### src/ffd_pkg.sv
// Shared types, constants and the soft-clip table builder for the filtered feedback delay.
package ffd_pkg;

  // Sample and arithmetic widths
  localparam int SAMPLE_BITS = 24;
  localparam int SHIFT       = 32 - SAMPLE_BITS;
  localparam int OUT_K       = 16 + SHIFT;
  localparam int ACC_W       = 51;
  localparam int MA_W        = 33;
  localparam int MB_W        = 26;
  localparam int PROD_W      = MA_W + MB_W;
  localparam int MAG_W       = 37;

  // Soft-clip table geometry
  localparam int CLIP_TABLE_SIZE = 1024;
  localparam int CLIP_LOG        = $clog2(CLIP_TABLE_SIZE);
  localparam int CLIP_SHIFT      = 33 - CLIP_LOG;
  localparam int FR_W            = 25;
  localparam int FR_PAD          = CLIP_LOG - 8;
  localparam int CLIP_AW         = $clog2(CLIP_TABLE_SIZE + 1);

  // Configuration register map
  localparam int ADDR_W = 5;
  localparam logic [2:0] REG_DELAY  = 3'd0;
  localparam logic [2:0] REG_FB     = 3'd1;
  localparam logic [2:0] REG_MIX    = 3'd2;
  localparam logic [2:0] REG_LP     = 3'd3;
  localparam logic [2:0] REG_HP     = 3'd4;
  localparam logic [2:0] REG_RGAIN  = 3'd5;
  localparam logic [2:0] REG_RES_ON = 3'd6;

  localparam logic [16:0] RST_DELAY  = 17'd22050;
  localparam logic [15:0] RST_FB     = 16'd39322;
  localparam logic [16:0] RST_MIX    = 17'd32768;
  localparam logic [15:0] RST_LP     = 16'd19386;
  localparam logic [15:0] RST_HP     = 16'd61768;
  localparam logic [16:0] RST_RGAIN  = 17'd31130;
  localparam logic        RST_RES_ON = 1'b1;

  typedef struct packed {
    logic [16:0] delay_length;
    logic [15:0] feedback_gain;
    logic [16:0] wet_mix;
    logic [15:0] lowpass_pole;
    logic [15:0] highpass_pole;
    logic [16:0] resonance_gain;
    logic        resonance_on;
  } cfg_t;

  // Multiplier operand pairs
  typedef logic [3:0] mul_sel_t;
  localparam mul_sel_t MUL_NONE    = 4'd0;
  localparam mul_sel_t MUL_A_LP    = 4'd1;
  localparam mul_sel_t MUL_NA_D    = 4'd2;
  localparam mul_sel_t MUL_B_HP    = 4'd3;
  localparam mul_sel_t MUL_NB_LP   = 4'd4;
  localparam mul_sel_t MUL_F_RG    = 4'd5;
  localparam mul_sel_t MUL_DIFF_FR = 4'd6;
  localparam mul_sel_t MUL_F_FG    = 4'd7;
  localparam mul_sel_t MUL_F_M     = 4'd8;
  localparam mul_sel_t MUL_X_NM    = 4'd9;

  // Accumulator operations
  typedef logic [2:0] acc_sel_t;
  localparam acc_sel_t ACC_HOLD    = 3'd0;
  localparam acc_sel_t ACC_ADD     = 3'd1;
  localparam acc_sel_t ACC_LD_POLE = 3'd2;
  localparam acc_sel_t ACC_LD_CLIP = 3'd3;
  localparam acc_sel_t ACC_LD_X    = 3'd4;
  localparam acc_sel_t ACC_LD_OUT  = 3'd5;

  // Register load operations
  typedef logic [3:0] op_sel_t;
  localparam op_sel_t OP_NONE  = 4'd0;
  localparam op_sel_t OP_LP    = 4'd1;
  localparam op_sel_t OP_HP    = 4'd2;
  localparam op_sel_t OP_FSUB  = 4'd3;
  localparam op_sel_t OP_FSAT  = 4'd4;
  localparam op_sel_t OP_MAG   = 4'd5;
  localparam op_sel_t OP_ROM   = 4'd6;
  localparam op_sel_t OP_DIFF  = 4'd7;
  localparam op_sel_t OP_R     = 4'd8;
  localparam op_sel_t OP_FCLIP = 4'd9;
  localparam op_sel_t OP_WR    = 4'd10;
  localparam op_sel_t OP_OUT   = 4'd11;

  typedef struct packed {
    logic     take;
    mul_sel_t mul;
    acc_sel_t acc;
    op_sel_t  op;
  } cmd_t;

  typedef logic signed [ACC_W-1:0] acc_t;
  typedef logic [31:0] clip_rom_t [0:CLIP_TABLE_SIZE];

  // Saturate to signed 32 bits
  function automatic logic signed [31:0] sat32(input acc_t v);
    logic signed [31:0] r;
    if (&v[ACC_W-1:31] || ~|v[ACC_W-1:31]) begin
      r = v[31:0];
    end else if (v[ACC_W-1]) begin
      r = {1'b1, 31'd0};
    end else begin
      r = {1'b0, {31{1'b1}}};
    end
    return r;
  endfunction

  // Saturate to the signed sample range
  function automatic logic signed [SAMPLE_BITS-1:0] sat_sample(input acc_t v);
    logic signed [SAMPLE_BITS-1:0] r;
    if (&v[ACC_W-1:SAMPLE_BITS-1] || ~|v[ACC_W-1:SAMPLE_BITS-1]) begin
      r = v[SAMPLE_BITS-1:0];
    end else if (v[ACC_W-1]) begin
      r = {1'b1, {(SAMPLE_BITS-1){1'b0}}};
    end else begin
      r = {1'b0, {(SAMPLE_BITS-1){1'b1}}};
    end
    return r;
  endfunction

  // Unsigned restoring division, used only while building the table
  function automatic logic [63:0] udiv64(input logic [63:0] n, input logic [63:0] d);
    logic [63:0] q, rem;
    q   = '0;
    rem = '0;
    for (int i = 63; i >= 0; i--) begin
      rem = {rem[62:0], n[i]};
      if (rem >= d) begin
        rem  = rem - d;
        q[i] = 1'b1;
      end
    end
    return q;
  endfunction

  // tanh(4i/N) in Q1.31, built once at elaboration, forced non-decreasing
  function automatic clip_rom_t clip_rom_build();
    clip_rom_t   t;
    logic [63:0] z, z2, z3, z4, e, v, prev, one;
    one  = 64'd1 << 31;
    prev = 64'd0;
    for (int i = 0; i <= CLIP_TABLE_SIZE; i++) begin
      z  = ((64'(i) << 34) >> CLIP_LOG) >> 8;
      z2 = (z * z) >> 31;
      z3 = (z2 * z) >> 31;
      z4 = (z3 * z) >> 31;
      e  = one - z + (z2 >> 1) - udiv64(z3, 64'd6) + udiv64(z4, 64'd24);
      for (int k = 0; k < 8; k++) begin
        e = (e * e) >> 31;
      end
      v = udiv64((one - e) << 31, one + e);
      if (v < prev) begin
        v = prev;
      end
      t[i] = v[31:0];
      prev = v;
    end
    return t;
  endfunction

endpackage

### src/ffd_regs.sv
// APB configuration registers of the filtered feedback delay.
module ffd_regs (
  input  logic                  clk,
  input  logic                  rst,
  input  logic                  psel,
  input  logic                  penable,
  input  logic                  pwrite,
  input  logic [ffd_pkg::ADDR_W-1:0] paddr,
  input  logic [31:0]           pwdata,
  output logic [31:0]           prdata,
  output logic                  pready,
  output ffd_pkg::cfg_t         cfg
);
  import ffd_pkg::*;

  logic [2:0] idx;
  logic       wr;

  assign idx    = paddr[ADDR_W-1:2];
  assign wr     = psel & penable & pwrite;
  assign pready = 1'b1;

  // register writes; unused indexes are dropped
  always_ff @(posedge clk) begin
    if (rst) begin
      cfg.delay_length   <= RST_DELAY;
      cfg.feedback_gain  <= RST_FB;
      cfg.wet_mix        <= RST_MIX;
      cfg.lowpass_pole   <= RST_LP;
      cfg.highpass_pole  <= RST_HP;
      cfg.resonance_gain <= RST_RGAIN;
      cfg.resonance_on   <= RST_RES_ON;
    end else if (wr) begin
      unique case (idx)
        REG_DELAY:  cfg.delay_length   <= pwdata[16:0];
        REG_FB:     cfg.feedback_gain  <= pwdata[15:0];
        REG_MIX:    cfg.wet_mix        <= pwdata[16:0];
        REG_LP:     cfg.lowpass_pole   <= pwdata[15:0];
        REG_HP:     cfg.highpass_pole  <= pwdata[15:0];
        REG_RGAIN:  cfg.resonance_gain <= pwdata[16:0];
        REG_RES_ON: cfg.resonance_on   <= pwdata[0];
        default: ;
      endcase
    end
  end

  // read back
  always_comb begin
    prdata = 32'd0;
    unique case (idx)
      REG_DELAY:  prdata = {15'd0, cfg.delay_length};
      REG_FB:     prdata = {16'd0, cfg.feedback_gain};
      REG_MIX:    prdata = {15'd0, cfg.wet_mix};
      REG_LP:     prdata = {16'd0, cfg.lowpass_pole};
      REG_HP:     prdata = {16'd0, cfg.highpass_pole};
      REG_RGAIN:  prdata = {15'd0, cfg.resonance_gain};
      REG_RES_ON: prdata = {31'd0, cfg.resonance_on};
      default:    prdata = 32'd0;
    endcase
  end

endmodule

### config.mk
export PLATFORM = sky130hd
export DESIGN_NAME = ffd_regs
export DESIGN_NICKNAME = d
export VERILOG_FILES = /design/src/ffd_pkg.sv /design/src/ffd_regs.sv
export SDC_FILE = /design/constraint.sdc
export NUM_CORES = 1
export LEC_CHECK = 0
export CAP_MARGIN = 30
export CORE_ASPECT_RATIO = 0.8
export CORE_UTILIZATION = 35
export DETAILED_ROUTE_END_ITERATION = 8
export DONT_BUFFER_PORTS = 1
export GPL_ROUTABILITY_DRIVEN = 1
export PLACE_DENSITY = 0.61
export SYNTH_ARGS = -nofsm -noshare
export SYNTH_HDL_FRONTEND = slang
export SYNTH_SLANG_ARGS = --single-unit
### constraint.sdc
create_clock -name clk -period 1.3 [get_ports clk]
set_clock_uncertainty 0.1 [all_clocks]
set_input_delay 0 -clock clk [delete_from_list [all_inputs] [get_ports clk]]
set_output_delay 0 -clock clk [all_outputs]
set_load 0.01 [all_outputs]
==> qor.yml <==
status: "complete, but fails checks"
violations: "hold timing, setup timing"
leakage_nw: 2.44
endpoint_kind: "primary output"
ys.warnings.count: 0
antenna_found_initial: 0
cp-startpoint: "cfg[83]"
rr_startpoint: "cfg[81]"
rows: 38
vias: 4221
rsz0062_at_grt: "true"
post-dp-hpwl_mm: 9.94
clockPowerShare_pct: 44.2
synthCells: 537
diodes: 0
synth_seq_cells: 100
htreeDepth: 3
routedWlPerCell_um: 21.0
slew_violations: 0
largestRegisters: "cfg (100)"
path_buf_inv: 0
vdd_ir_drop_max_mv: 0.964
coreArea_um2: 13600
cts_max_path_buffers: 2
r2r_setup_slack_ps: 40
total_power_mw: 6.61
cts_made_buffers: 9
antenna_left: 0
path_max_fanout: 3
hold_slack_ps: -353
swShare_pct: 23.9
largest_reg_flops: 100
fmax_mhz: 651
yosysSeqAreaShare_pct: 40.9
areaGrowthSynthToFinish_pct: 25.0
async_flop_share_pct: 0
root_buffer: "clkbuf_16"
timing.final.crit_share_pct: 118
initial_utilization_pct: 36.0
worst_slack_ps: -237
synthFlopType: "dfxtp_1"
drc: 0
viasPerCell: 5.58
worst_ep_arrival_time_ps: 1440
yosysMostFrequentCell: "dfxtp_1"
finalSetupViolCount: 17
cts.sinks: 100
start_kind: "register"
worstSkewPairLatency_ps: 340
port_buffers: 0
grt_pass1_vias: 4354
synth-edff-count: 0
regMostFlops: "cfg"
die_w_um: 134
grt_overflow: 0
tritoncts: "built"
min_period_ps: 1540
routed_wl_mm: 15.9
seqPwrFrac_pct: 46.5
reg2reg_depth: 3
cp_top_family: "multiplexers"
grt_pass1_wl_mm: 24.2
p_per_area_nw_per_um2: 1080
dr.pass1.iters: 4
ys_top_cells_by_area: "dfxtp_1 (41%), mux2i_1 (15%), mux2_2 (5.5%), a21oi_1 (5.0%), nand3_1 (4.5%)"
synth_top_cell_by_area: "dfxtp_1"
nets: 614
post-synth-top-area-fraction_pct: 40.9
netlist_area_um2: 4890
io_pins: 175
worstReg2RegEnd: "cfg[81]"
dieArea_um2: 14500
grtUsageTotal_pct: 22.2
grt_max_degree: 127
synth_area_per_cell_um2: 9.11
p_switching_mw: 1.58
tns_ps: -1550
path_clk_slew_ps: 70
slowest_delay_ps: 440
drive_gt1_share_pct: 28.6
worstSetupPathType: "reg2out"
synth.distinct_cells: 36
required_ps: 1200
synth_commonest_cells: "dfxtp_1 (100), mux2i_1 (72), nor2_1 (58), a21oi_1 (49), nand3_1 (44)"
place_congestion: 0.805
min_path_type: "in2reg"
maxCapViolations: 0
comb_power_share_pct: 9.3
critPathSlowestCell: "mux4_2"
critical_path_cell_count: 2
p_int_mw: 5.03
crit_chain: "mux4_2 -> mux2_4"
hold_violations: 101
dieHeight_um: 108
drtIter0Drc: 239
critPathCapture: "prdata[0]"
==> worst min-delay path by stage <==
stage / slack, ps / cells after the start / end / start
final: -350 / 1 / cfg[29] / rst
after global placement: -10 / 1 / cfg[53] / rst
after global routing: -380 / 1 / cfg[57] / rst
after CTS: -400 / 1 / cfg[57] / rst
after floorplan: 50 / 2 / cfg[72] / pwdata[5]
after detailed placement: -10 / 1 / cfg[29] / rst
==> power by group through the flow <==
stage               Sequential (mW)  Clock (mW)  Combinational, mW
finish                         3.08        2.92              0.614
global route                   3.08        3.08              0.659
CTS                            3.10        2.99              0.595
detailed placement             3.19           0              0.454
global placement               3.19           0              0.445
floorplan                      3.18           0              0.455
==> layer usage <==
| metal | vias to the layer above | GRT usage (%) | wire, um |
|---|---|---|---|
| li1 | 1948 | - | - |
| met1 | 2080 | 25.8 | 6320 |
| met2 | 178 | 38.7 | 7980 |
| met3 | 15 | 7.30 | 1380 |
| met4 | 0 | 6.74 | 192 |
| met5 | - | 0 | 0 |
==> worst register-to-register path, delay by kind of cell, from the launching register on <==
| family | cells | cell delay (ps) |
|---|---|---|
| buffers and inverters | 1 | 550 |
| flip-flops | 1 | 380 |
| multiplexers | 1 | 120 |
| AND/OR/NAND/NOR | 1 | 50 |
==> final cells by class <==
type,count,area (um2)
fill,1302,7480
multi-input combinational,386,2790
sequential,100,2100
timing repair buffer,74,677
clock buffer,9,225
tap,180,225
clock inverter,7,97.6
inverter,1,3.75
==> repair_timing <==
item,4_1_cts,5_1_grt
endpoints found under the hold margin,106,101
buffers inserted,0,5
resized for setup,85,25
pin swaps,10,5
hold buffers,43,1
setup endpoints to repair,17,33
==> logic make-up after synthesis <==
family | after synthesis | synth area share, %
other cells | 2 | 0.153
compound gates | 121 | 14.4
mux | 97 | 20.7
buf+inv | 65 | 8.13
simple gates | 152 | 15.7
flops | 100 | 40.9
==> metrics by stage <==
| step | util [%] | cells | instance area, um2 | setup WS (ps) |
|---|---|---|---|---|
| global route | 45.0 | 757 | 6110 | -279 |
| detailed placement | 37.6 | 705 | 5120 | 103 |
| finish | 45.0 | 757 | 6110 | -237 |
| global placement | 37.6 | 705 | 5120 | 108 |
| CTS | 45.0 | 764 | 6120 | -259 |
| floorplan | - | 551 | 4950 | 127 |
==> cells in the final DEF (no fill, tap or decap), types with 8 or more instances in the layout <==
cell type and instances:
a21oi_1 45, buf_4 39, clkbuf_16 9, conb_1 16, dfxtp_1 64, dfxtp_2 15, dfxtp_4 21, dlygate4sd3_1 30
mux2_2 12, mux2_4 12, mux2i_1 72, nand2b_1 28, nand3_1 44, nor2_1 56, o21ai_0 40, o221ai_2 8
(Power assumes the default switching activity.)
