===== src/ffd_pkg.sv =====
// Shared types, constants and the soft-clip table builder for the filtered feedback delay.
package ffd_pkg;

  // Sample and arithmetic widths
  localparam int SAMPLE_BITS = 24;
  localparam int SHIFT       = 32 - SAMPLE_BITS;
  localparam int OUT_K       = 16 + SHIFT;
  localparam int ACC_W       = 51;
  localparam int MA_W        = 33;
  localparam int MB_W        = 26;
  localparam int PROD_W      = MA_W + MB_W;
  localparam int MAG_W       = 37;

  // Soft-clip table geometry
  localparam int CLIP_TABLE_SIZE = 1024;
  localparam int CLIP_LOG        = $clog2(CLIP_TABLE_SIZE);
  localparam int CLIP_SHIFT      = 33 - CLIP_LOG;
  localparam int FR_W            = 25;
  localparam int FR_PAD          = CLIP_LOG - 8;
  localparam int CLIP_AW         = $clog2(CLIP_TABLE_SIZE + 1);

  // Configuration register map
  localparam int ADDR_W = 5;
  localparam logic [2:0] REG_DELAY  = 3'd0;
  localparam logic [2:0] REG_FB     = 3'd1;
  localparam logic [2:0] REG_MIX    = 3'd2;
  localparam logic [2:0] REG_LP     = 3'd3;
  localparam logic [2:0] REG_HP     = 3'd4;
  localparam logic [2:0] REG_RGAIN  = 3'd5;
  localparam logic [2:0] REG_RES_ON = 3'd6;

  localparam logic [16:0] RST_DELAY  = 17'd22050;
  localparam logic [15:0] RST_FB     = 16'd39322;
  localparam logic [16:0] RST_MIX    = 17'd32768;
  localparam logic [15:0] RST_LP     = 16'd19386;
  localparam logic [15:0] RST_HP     = 16'd61768;
  localparam logic [16:0] RST_RGAIN  = 17'd31130;
  localparam logic        RST_RES_ON = 1'b1;

  typedef struct packed {
    logic [16:0] delay_length;
    logic [15:0] feedback_gain;
    logic [16:0] wet_mix;
    logic [15:0] lowpass_pole;
    logic [15:0] highpass_pole;
    logic [16:0] resonance_gain;
    logic        resonance_on;
  } cfg_t;

  // Multiplier operand pairs
  typedef logic [3:0] mul_sel_t;
  localparam mul_sel_t MUL_NONE    = 4'd0;
  localparam mul_sel_t MUL_A_LP    = 4'd1;
  localparam mul_sel_t MUL_NA_D    = 4'd2;
  localparam mul_sel_t MUL_B_HP    = 4'd3;
  localparam mul_sel_t MUL_NB_LP   = 4'd4;
  localparam mul_sel_t MUL_F_RG    = 4'd5;
  localparam mul_sel_t MUL_DIFF_FR = 4'd6;
  localparam mul_sel_t MUL_F_FG    = 4'd7;
  localparam mul_sel_t MUL_F_M     = 4'd8;
  localparam mul_sel_t MUL_X_NM    = 4'd9;

  // Accumulator operations
  typedef logic [2:0] acc_sel_t;
  localparam acc_sel_t ACC_HOLD    = 3'd0;
  localparam acc_sel_t ACC_ADD     = 3'd1;
  localparam acc_sel_t ACC_LD_POLE = 3'd2;
  localparam acc_sel_t ACC_LD_CLIP = 3'd3;
  localparam acc_sel_t ACC_LD_X    = 3'd4;
  localparam acc_sel_t ACC_LD_OUT  = 3'd5;

  // Register load operations
  typedef logic [3:0] op_sel_t;
  localparam op_sel_t OP_NONE  = 4'd0;
  localparam op_sel_t OP_LP    = 4'd1;
  localparam op_sel_t OP_HP    = 4'd2;
  localparam op_sel_t OP_FSUB  = 4'd3;
  localparam op_sel_t OP_FSAT  = 4'd4;
  localparam op_sel_t OP_MAG   = 4'd5;
  localparam op_sel_t OP_ROM   = 4'd6;
  localparam op_sel_t OP_DIFF  = 4'd7;
  localparam op_sel_t OP_R     = 4'd8;
  localparam op_sel_t OP_FCLIP = 4'd9;
  localparam op_sel_t OP_WR    = 4'd10;
  localparam op_sel_t OP_OUT   = 4'd11;

  typedef struct packed {
    logic     take;
    mul_sel_t mul;
    acc_sel_t acc;
    op_sel_t  op;
  } cmd_t;

  typedef logic signed [ACC_W-1:0] acc_t;
  typedef logic [31:0] clip_rom_t [0:CLIP_TABLE_SIZE];

  // Saturate to signed 32 bits
  function automatic logic signed [31:0] sat32(input acc_t v);
    logic signed [31:0] r;
    if (&v[ACC_W-1:31] || ~|v[ACC_W-1:31]) begin
      r = v[31:0];
    end else if (v[ACC_W-1]) begin
      r = {1'b1, 31'd0};
    end else begin
      r = {1'b0, {31{1'b1}}};
    end
    return r;
  endfunction

  // Saturate to the signed sample range
  function automatic logic signed [SAMPLE_BITS-1:0] sat_sample(input acc_t v);
    logic signed [SAMPLE_BITS-1:0] r;
    if (&v[ACC_W-1:SAMPLE_BITS-1] || ~|v[ACC_W-1:SAMPLE_BITS-1]) begin
      r = v[SAMPLE_BITS-1:0];
    end else if (v[ACC_W-1]) begin
      r = {1'b1, {(SAMPLE_BITS-1){1'b0}}};
    end else begin
      r = {1'b0, {(SAMPLE_BITS-1){1'b1}}};
    end
    return r;
  endfunction

  // Unsigned restoring division, used only while building the table
  function automatic logic [63:0] udiv64(input logic [63:0] n, input logic [63:0] d);
    logic [63:0] q, rem;
    q   = '0;
    rem = '0;
    for (int i = 63; i >= 0; i--) begin
      rem = {rem[62:0], n[i]};
      if (rem >= d) begin
        rem  = rem - d;
        q[i] = 1'b1;
      end
    end
    return q;
  endfunction

  // tanh(4i/N) in Q1.31, built once at elaboration, forced non-decreasing
  function automatic clip_rom_t clip_rom_build();
    clip_rom_t   t;
    logic [63:0] z, z2, z3, z4, e, v, prev, one;
    one  = 64'd1 << 31;
    prev = 64'd0;
    for (int i = 0; i <= CLIP_TABLE_SIZE; i++) begin
      z  = ((64'(i) << 34) >> CLIP_LOG) >> 8;
      z2 = (z * z) >> 31;
      z3 = (z2 * z) >> 31;
      z4 = (z3 * z) >> 31;
      e  = one - z + (z2 >> 1) - udiv64(z3, 64'd6) + udiv64(z4, 64'd24);
      for (int k = 0; k < 8; k++) begin
        e = (e * e) >> 31;
      end
      v = udiv64((one - e) << 31, one + e);
      if (v < prev) begin
        v = prev;
      end
      t[i] = v[31:0];
      prev = v;
    end
    return t;
  endfunction

endpackage


===== src/ffd_ctrl.sv =====
// Sequencer of the filtered feedback delay: steps the shared multiplier datapath.
module ffd_ctrl (
  input  logic          clk,
  input  logic          rst,
  input  logic          in_valid,
  input  logic          in_bypass,
  output logic          in_ready,
  output logic          out_valid,
  input  logic          out_ready,
  input  logic          res_on,
  output ffd_pkg::cmd_t cmd
);
  import ffd_pkg::*;

  localparam logic [4:0] ST_IDLE = 5'd0;
  localparam logic [4:0] ST_S1   = 5'd1;
  localparam logic [4:0] ST_S2   = 5'd2;
  localparam logic [4:0] ST_S3   = 5'd3;
  localparam logic [4:0] ST_S4   = 5'd4;
  localparam logic [4:0] ST_S5   = 5'd5;
  localparam logic [4:0] ST_S6   = 5'd6;
  localparam logic [4:0] ST_S7   = 5'd7;
  localparam logic [4:0] ST_S8   = 5'd8;
  localparam logic [4:0] ST_S9   = 5'd9;
  localparam logic [4:0] ST_R1   = 5'd10;
  localparam logic [4:0] ST_R2   = 5'd11;
  localparam logic [4:0] ST_R3   = 5'd12;
  localparam logic [4:0] ST_R4   = 5'd13;
  localparam logic [4:0] ST_R5   = 5'd14;
  localparam logic [4:0] ST_R6   = 5'd15;
  localparam logic [4:0] ST_R7   = 5'd16;
  localparam logic [4:0] ST_R8   = 5'd17;
  localparam logic [4:0] ST_O1   = 5'd18;
  localparam logic [4:0] ST_O2   = 5'd19;
  localparam logic [4:0] ST_O3   = 5'd20;
  localparam logic [4:0] ST_O4   = 5'd21;
  localparam logic [4:0] ST_PUT  = 5'd22;

  logic [4:0] state, state_next;
  logic       out_valid_next;
  logic       slot_free;

  assign in_ready  = (state == ST_IDLE);
  assign slot_free = ~out_valid | out_ready;

  // step table
  always_comb begin
    state_next     = state;
    cmd            = '0;
    out_valid_next = out_valid & ~out_ready;
    unique case (state)
      ST_IDLE: begin
        if (in_valid) begin
          cmd.take   = 1'b1;
          state_next = in_bypass ? ST_PUT : ST_S1;
        end
      end
      ST_S1: begin
        cmd.mul = MUL_A_LP;   state_next = ST_S2;
      end
      ST_S2: begin
        cmd.mul = MUL_NA_D;   cmd.acc = ACC_LD_POLE; state_next = ST_S3;
      end
      ST_S3: begin
        cmd.mul = MUL_B_HP;   cmd.acc = ACC_ADD;     state_next = ST_S4;
      end
      ST_S4: begin
        cmd.op  = OP_LP;      cmd.acc = ACC_LD_POLE; state_next = ST_S5;
      end
      ST_S5: begin
        cmd.mul = MUL_NB_LP;  state_next = ST_S6;
      end
      ST_S6: begin
        cmd.acc = ACC_ADD;    state_next = ST_S7;
      end
      ST_S7: begin
        cmd.op  = OP_HP;      state_next = ST_S8;
      end
      ST_S8: begin
        cmd.op  = OP_FSUB;    state_next = res_on ? ST_R1 : ST_S9;
      end
      ST_S9: begin
        cmd.op  = OP_FSAT;    state_next = ST_O1;
      end
      ST_R1: begin
        cmd.mul = MUL_F_RG;   state_next = ST_R2;
      end
      ST_R2: begin
        cmd.acc = ACC_LD_CLIP; state_next = ST_R3;
      end
      ST_R3: begin
        cmd.op  = OP_MAG;     state_next = ST_R4;
      end
      ST_R4: begin
        cmd.op  = OP_ROM;     state_next = ST_R5;
      end
      ST_R5: begin
        cmd.op  = OP_DIFF;    state_next = ST_R6;
      end
      ST_R6: begin
        cmd.mul = MUL_DIFF_FR; state_next = ST_R7;
      end
      ST_R7: begin
        cmd.op  = OP_R;       state_next = ST_R8;
      end
      ST_R8: begin
        cmd.op  = OP_FCLIP;   state_next = ST_O1;
      end
      ST_O1: begin
        cmd.mul = MUL_F_FG;   state_next = ST_O2;
      end
      ST_O2: begin
        cmd.mul = MUL_F_M;    cmd.acc = ACC_LD_X;    state_next = ST_O3;
      end
      ST_O3: begin
        cmd.mul = MUL_X_NM;   cmd.acc = ACC_LD_OUT;
        cmd.op  = OP_WR;      state_next = ST_O4;
      end
      ST_O4: begin
        cmd.acc = ACC_ADD;    state_next = ST_PUT;
      end
      ST_PUT: begin
        if (slot_free) begin
          cmd.op         = OP_OUT;
          out_valid_next = 1'b1;
          state_next     = ST_IDLE;
        end
      end
      default: state_next = ST_IDLE;
    endcase
  end

  always_ff @(posedge clk) begin
    if (rst) begin
      state     <= ST_IDLE;
      out_valid <= 1'b0;
    end else begin
      state     <= state_next;
      out_valid <= out_valid_next;
    end
  end

endmodule


===== config.mk =====
export PLATFORM = sky130hd
export DESIGN_NAME = ffd_ctrl
export DESIGN_NICKNAME = d
export VERILOG_FILES = /design/src/ffd_pkg.sv /design/src/ffd_ctrl.sv
export SDC_FILE = /design/constraint.sdc
export NUM_CORES = 1
export LEC_CHECK = 0
export ABC_CLOCK_PERIOD_IN_PS = 2300
export BUFFER_PORTS_ARGS = -buffer_cell sky130_fd_sc_hd__clkbuf_2
export CORE_UTILIZATION = 47
export DETAILED_ROUTE_END_ITERATION = 8
export PLACE_DENSITY = 0.7
export RECOVER_POWER = 25
export SLEW_MARGIN = 30
export SYNTH_ARGS = -nofsm -noshare
export SYNTH_HDL_FRONTEND = slang
export SYNTH_SLANG_ARGS = --single-unit

===== constraint.sdc =====
create_clock -name clk -period 2.3 [get_ports clk]
set_clock_uncertainty 0.05 [all_clocks]
set_input_delay 0.46 -clock clk [delete_from_list [all_inputs] [get_ports clk]]
set_output_delay 0.46 -clock clk [all_outputs]
set_load 0.1 [all_outputs]

==> impl_metrics.py <==
metrics = {
    "die": {
        "dieArea_um2": 1640,
        "core_area_um2": 1330,
        "dieWidth_um": 40.5,
        "io_pins": 20,
        "die_y_um": 40.5,
        "start_util": 0.523,
        "rows": 13,
    },
    "clocking": {
        "cts_hold_buf": 0,
        "cts.sinks": 6,
        "clock-root-buffer": "clkbuf_4",
        "ctsHtreeMaxLevel": 1,
        "clock_path_buffers": 2,
        "clk_pin_slew_ns": 0.05,
        "cts_made_buffers": 3,
        "cts_tree": "yes",
        "clock_latency_ns": 0.26,
    },
    "logic_synthesis": {
        "syn_avg_cell_area_um2": 6.64,
        "synth_seq_area_share": 0.172,
        "yosysUniqueCellTypes": 36,
        "async_flop_share": 0,
        "synth_ff_type": "dfxtp_1",
        "syn_inst": 105,
        "syn_area_um2": 697,
        "mappedNetlistNets": 111,
        "synth_edf_count": 0,
        "synth_seq_cells": 6,
        "yosys_warnings": 0,
    },
    "worst_setup_path": {
        "crit_path_end_kind": "output port",
        "cp_slowest_cell": "dfxtp_1",
        "crit_family": "simple AND/OR/NAND/NOR gates",
        "worst_r2r_endpoint": "state[1]",
        "worstRegToRegCells": 4,
        "cp.required_ns": 1.79,
        "cp-start-kind": "flop",
        "worst-path-max-fanout": 11,
        "crit_chain": "nor2_1, nand2_1, nor2_4, and2_4, buf_12",
        "critPathBufInv": 1,
        "path_class": "reg2out",
        "r2r-start": "state[2]",
        "max_stage_delay_ns": 0.40,
        "r2r_setup_slack_ns": 0.37,
        "critPathArrivalTime_ns": 1.74,
    },
    "global_routing": {
        "grt_overflow": 0,
        "grtUsageTotal": 0.308,
        "grt_max_degree": 18,
        "antenna_found_initial": 0,
        "grt_pass1_wl_um": 3360,
        "grt_pass1_vias": 798,
    },
    "worst_hold_path": {
        "min-delay-start": "rst",
        "holdPathStages": 2,
        "hp-class": "in2reg",
        "hold_end": "out_valid",
    },
    "placement": {
        "post-place-ws_ns": 0.262,
        "gp_congestion": 0.906,
        "dpl_cell_area_um2": 1090,
        "hpwl_um": 1690,
        "portBuffers": 19,
    },
    "sta": {
        "final_hold_viol_count": 0,
        "fin_crit_ns": 2.25,
        "setup_violations": 0,
        "relSlewSlack": 0.233,
        "period_share": 0.979,
        "rsz0062_at_grt": "no",
        "slew_violations": 0,
        "fmax_mhz": 444,
        "tightest_slew_ns": 1.16,
        "setup_ws_ns": 0.0473,
    },
    "layout": {
        "areaGrowthSynthToFinish_pct": 60.0,
        "final_cell_mix": "buf_12 (13), nand2_1 (11), a21oi_1 (8), buf_4 (8), nor2_1 (7)",
        "num-nets-final": 133,
        "diodes": 0,
        "mostFrequentLayoutCell": "buf_12",
        "fin_area_um2": 1110,
        "drive_gt1_frac": 0.384,
    },
    "drt": {
        "first_pass_iters": 4,
        "drt_iter0_drc": 53,
        "wirelength_um": 2210,
        "drc_errors": 0,
        "drtAntennaViolNets": 0,
        "vias": 907,
        "vias_per_cell": 6.48,
        "wl_per_cell_um": 15.8,
    },
    "run_status": {
        "status": "finished, final reports clean",
    },
    "flow_run": {
        "max_cap_viol_count": 0,
    },
}
[logic make-up after synthesis]
group | count (synthesis) | synth area share
simple gates | 45 | 0.321
mux | 1 | 0.0162
xor+xnor | 2 | 0.0251
flops | 6 | 0.172
buf+inv | 15 | 0.0934
compound gates | 36 | 0.372
[registers in the layout, summed over array words and instances (netlist names)]
signal and cells:
out_valid 1, state 5
[timing repair]
| item | CTS | global route |
|---|---|---|
| gates resized for setup | 0 | 4 |
| buffers inserted | 0 | 0 |
| endpoints found under the setup margin | 0 | 6 |
[per-stage QoR]
step | instances | hold WS (ns) | setup TNS [ns] | utilization
6_report | 140 | 0.331 | 0 | 0.836
5_1_grt | 140 | 0.332 | 0 | 0.836
4_1_cts | 140 | 0.331 | 0 | 0.835
3_3_place_gp | 137 | 0.575 | 0 | 0.818
2_1_floorplan | 105 | 0.472 | -0.143 | -
3_5_place_dp | 137 | 0.554 | 0 | 0.818
[cell type report]
cell class,count,area [um2]
clock buffers,3,22.5
inverters,5,18.8
repair buffers,27,349
flip-flops and latches,6,124
multi-input cells,84,582
well taps,15,18.8
fillers,74,219
[Yosys cell counts (4+ instances only)]
cell | n | area share
nand2_1 | 11 | 0.059
o21ai_0 | 4 | 0.029
o22a_1 | 4 | 0.050
inv_1 | 5 | 0.027
nor2b_1 | 4 | 0.036
buf_2 | 7 | 0.050
nand2b_1 | 6 | 0.054
dfxtp_1 | 6 | 0.17
nor2_1 | 13 | 0.070
a21oi_1 | 8 | 0.057
[metal layers]
layer | vias to the layer above | track usage | wire length [um]
met4 | 0 | 0.117 | 65
met2 | 57 | 0.516 | 1100
met5 | - | 0 | 0
met3 | 14 | 0.0778 | 182
met1 | 413 | 0.370 | 858
li1 | 423 | - | -
[worst max path at each step]
stage	depth (start not counted)	end	start
2_1_floorplan	5	cmd[7]	state[0]
5_1_grt	5	cmd[0]	state[2]
3_3_place_gp	6	cmd[11]	state[0]
3_5_place_dp	5	cmd[0]	state[3]
4_1_cts	5	cmd[0]	state[3]
6_report	5	cmd[11]	state[2]
[worst register-to-register path, cell delays in order, from the launching register on]
cell and delay [ns]:
dfxtp_1 0.40, nor2_1 0.35, nand2_1 0.22, o31ai_1 0.57, o32ai_1 0.19
Power is not shown: default switching activity piles up to over one toggle a cycle in this logic, so the estimate is an artifact.
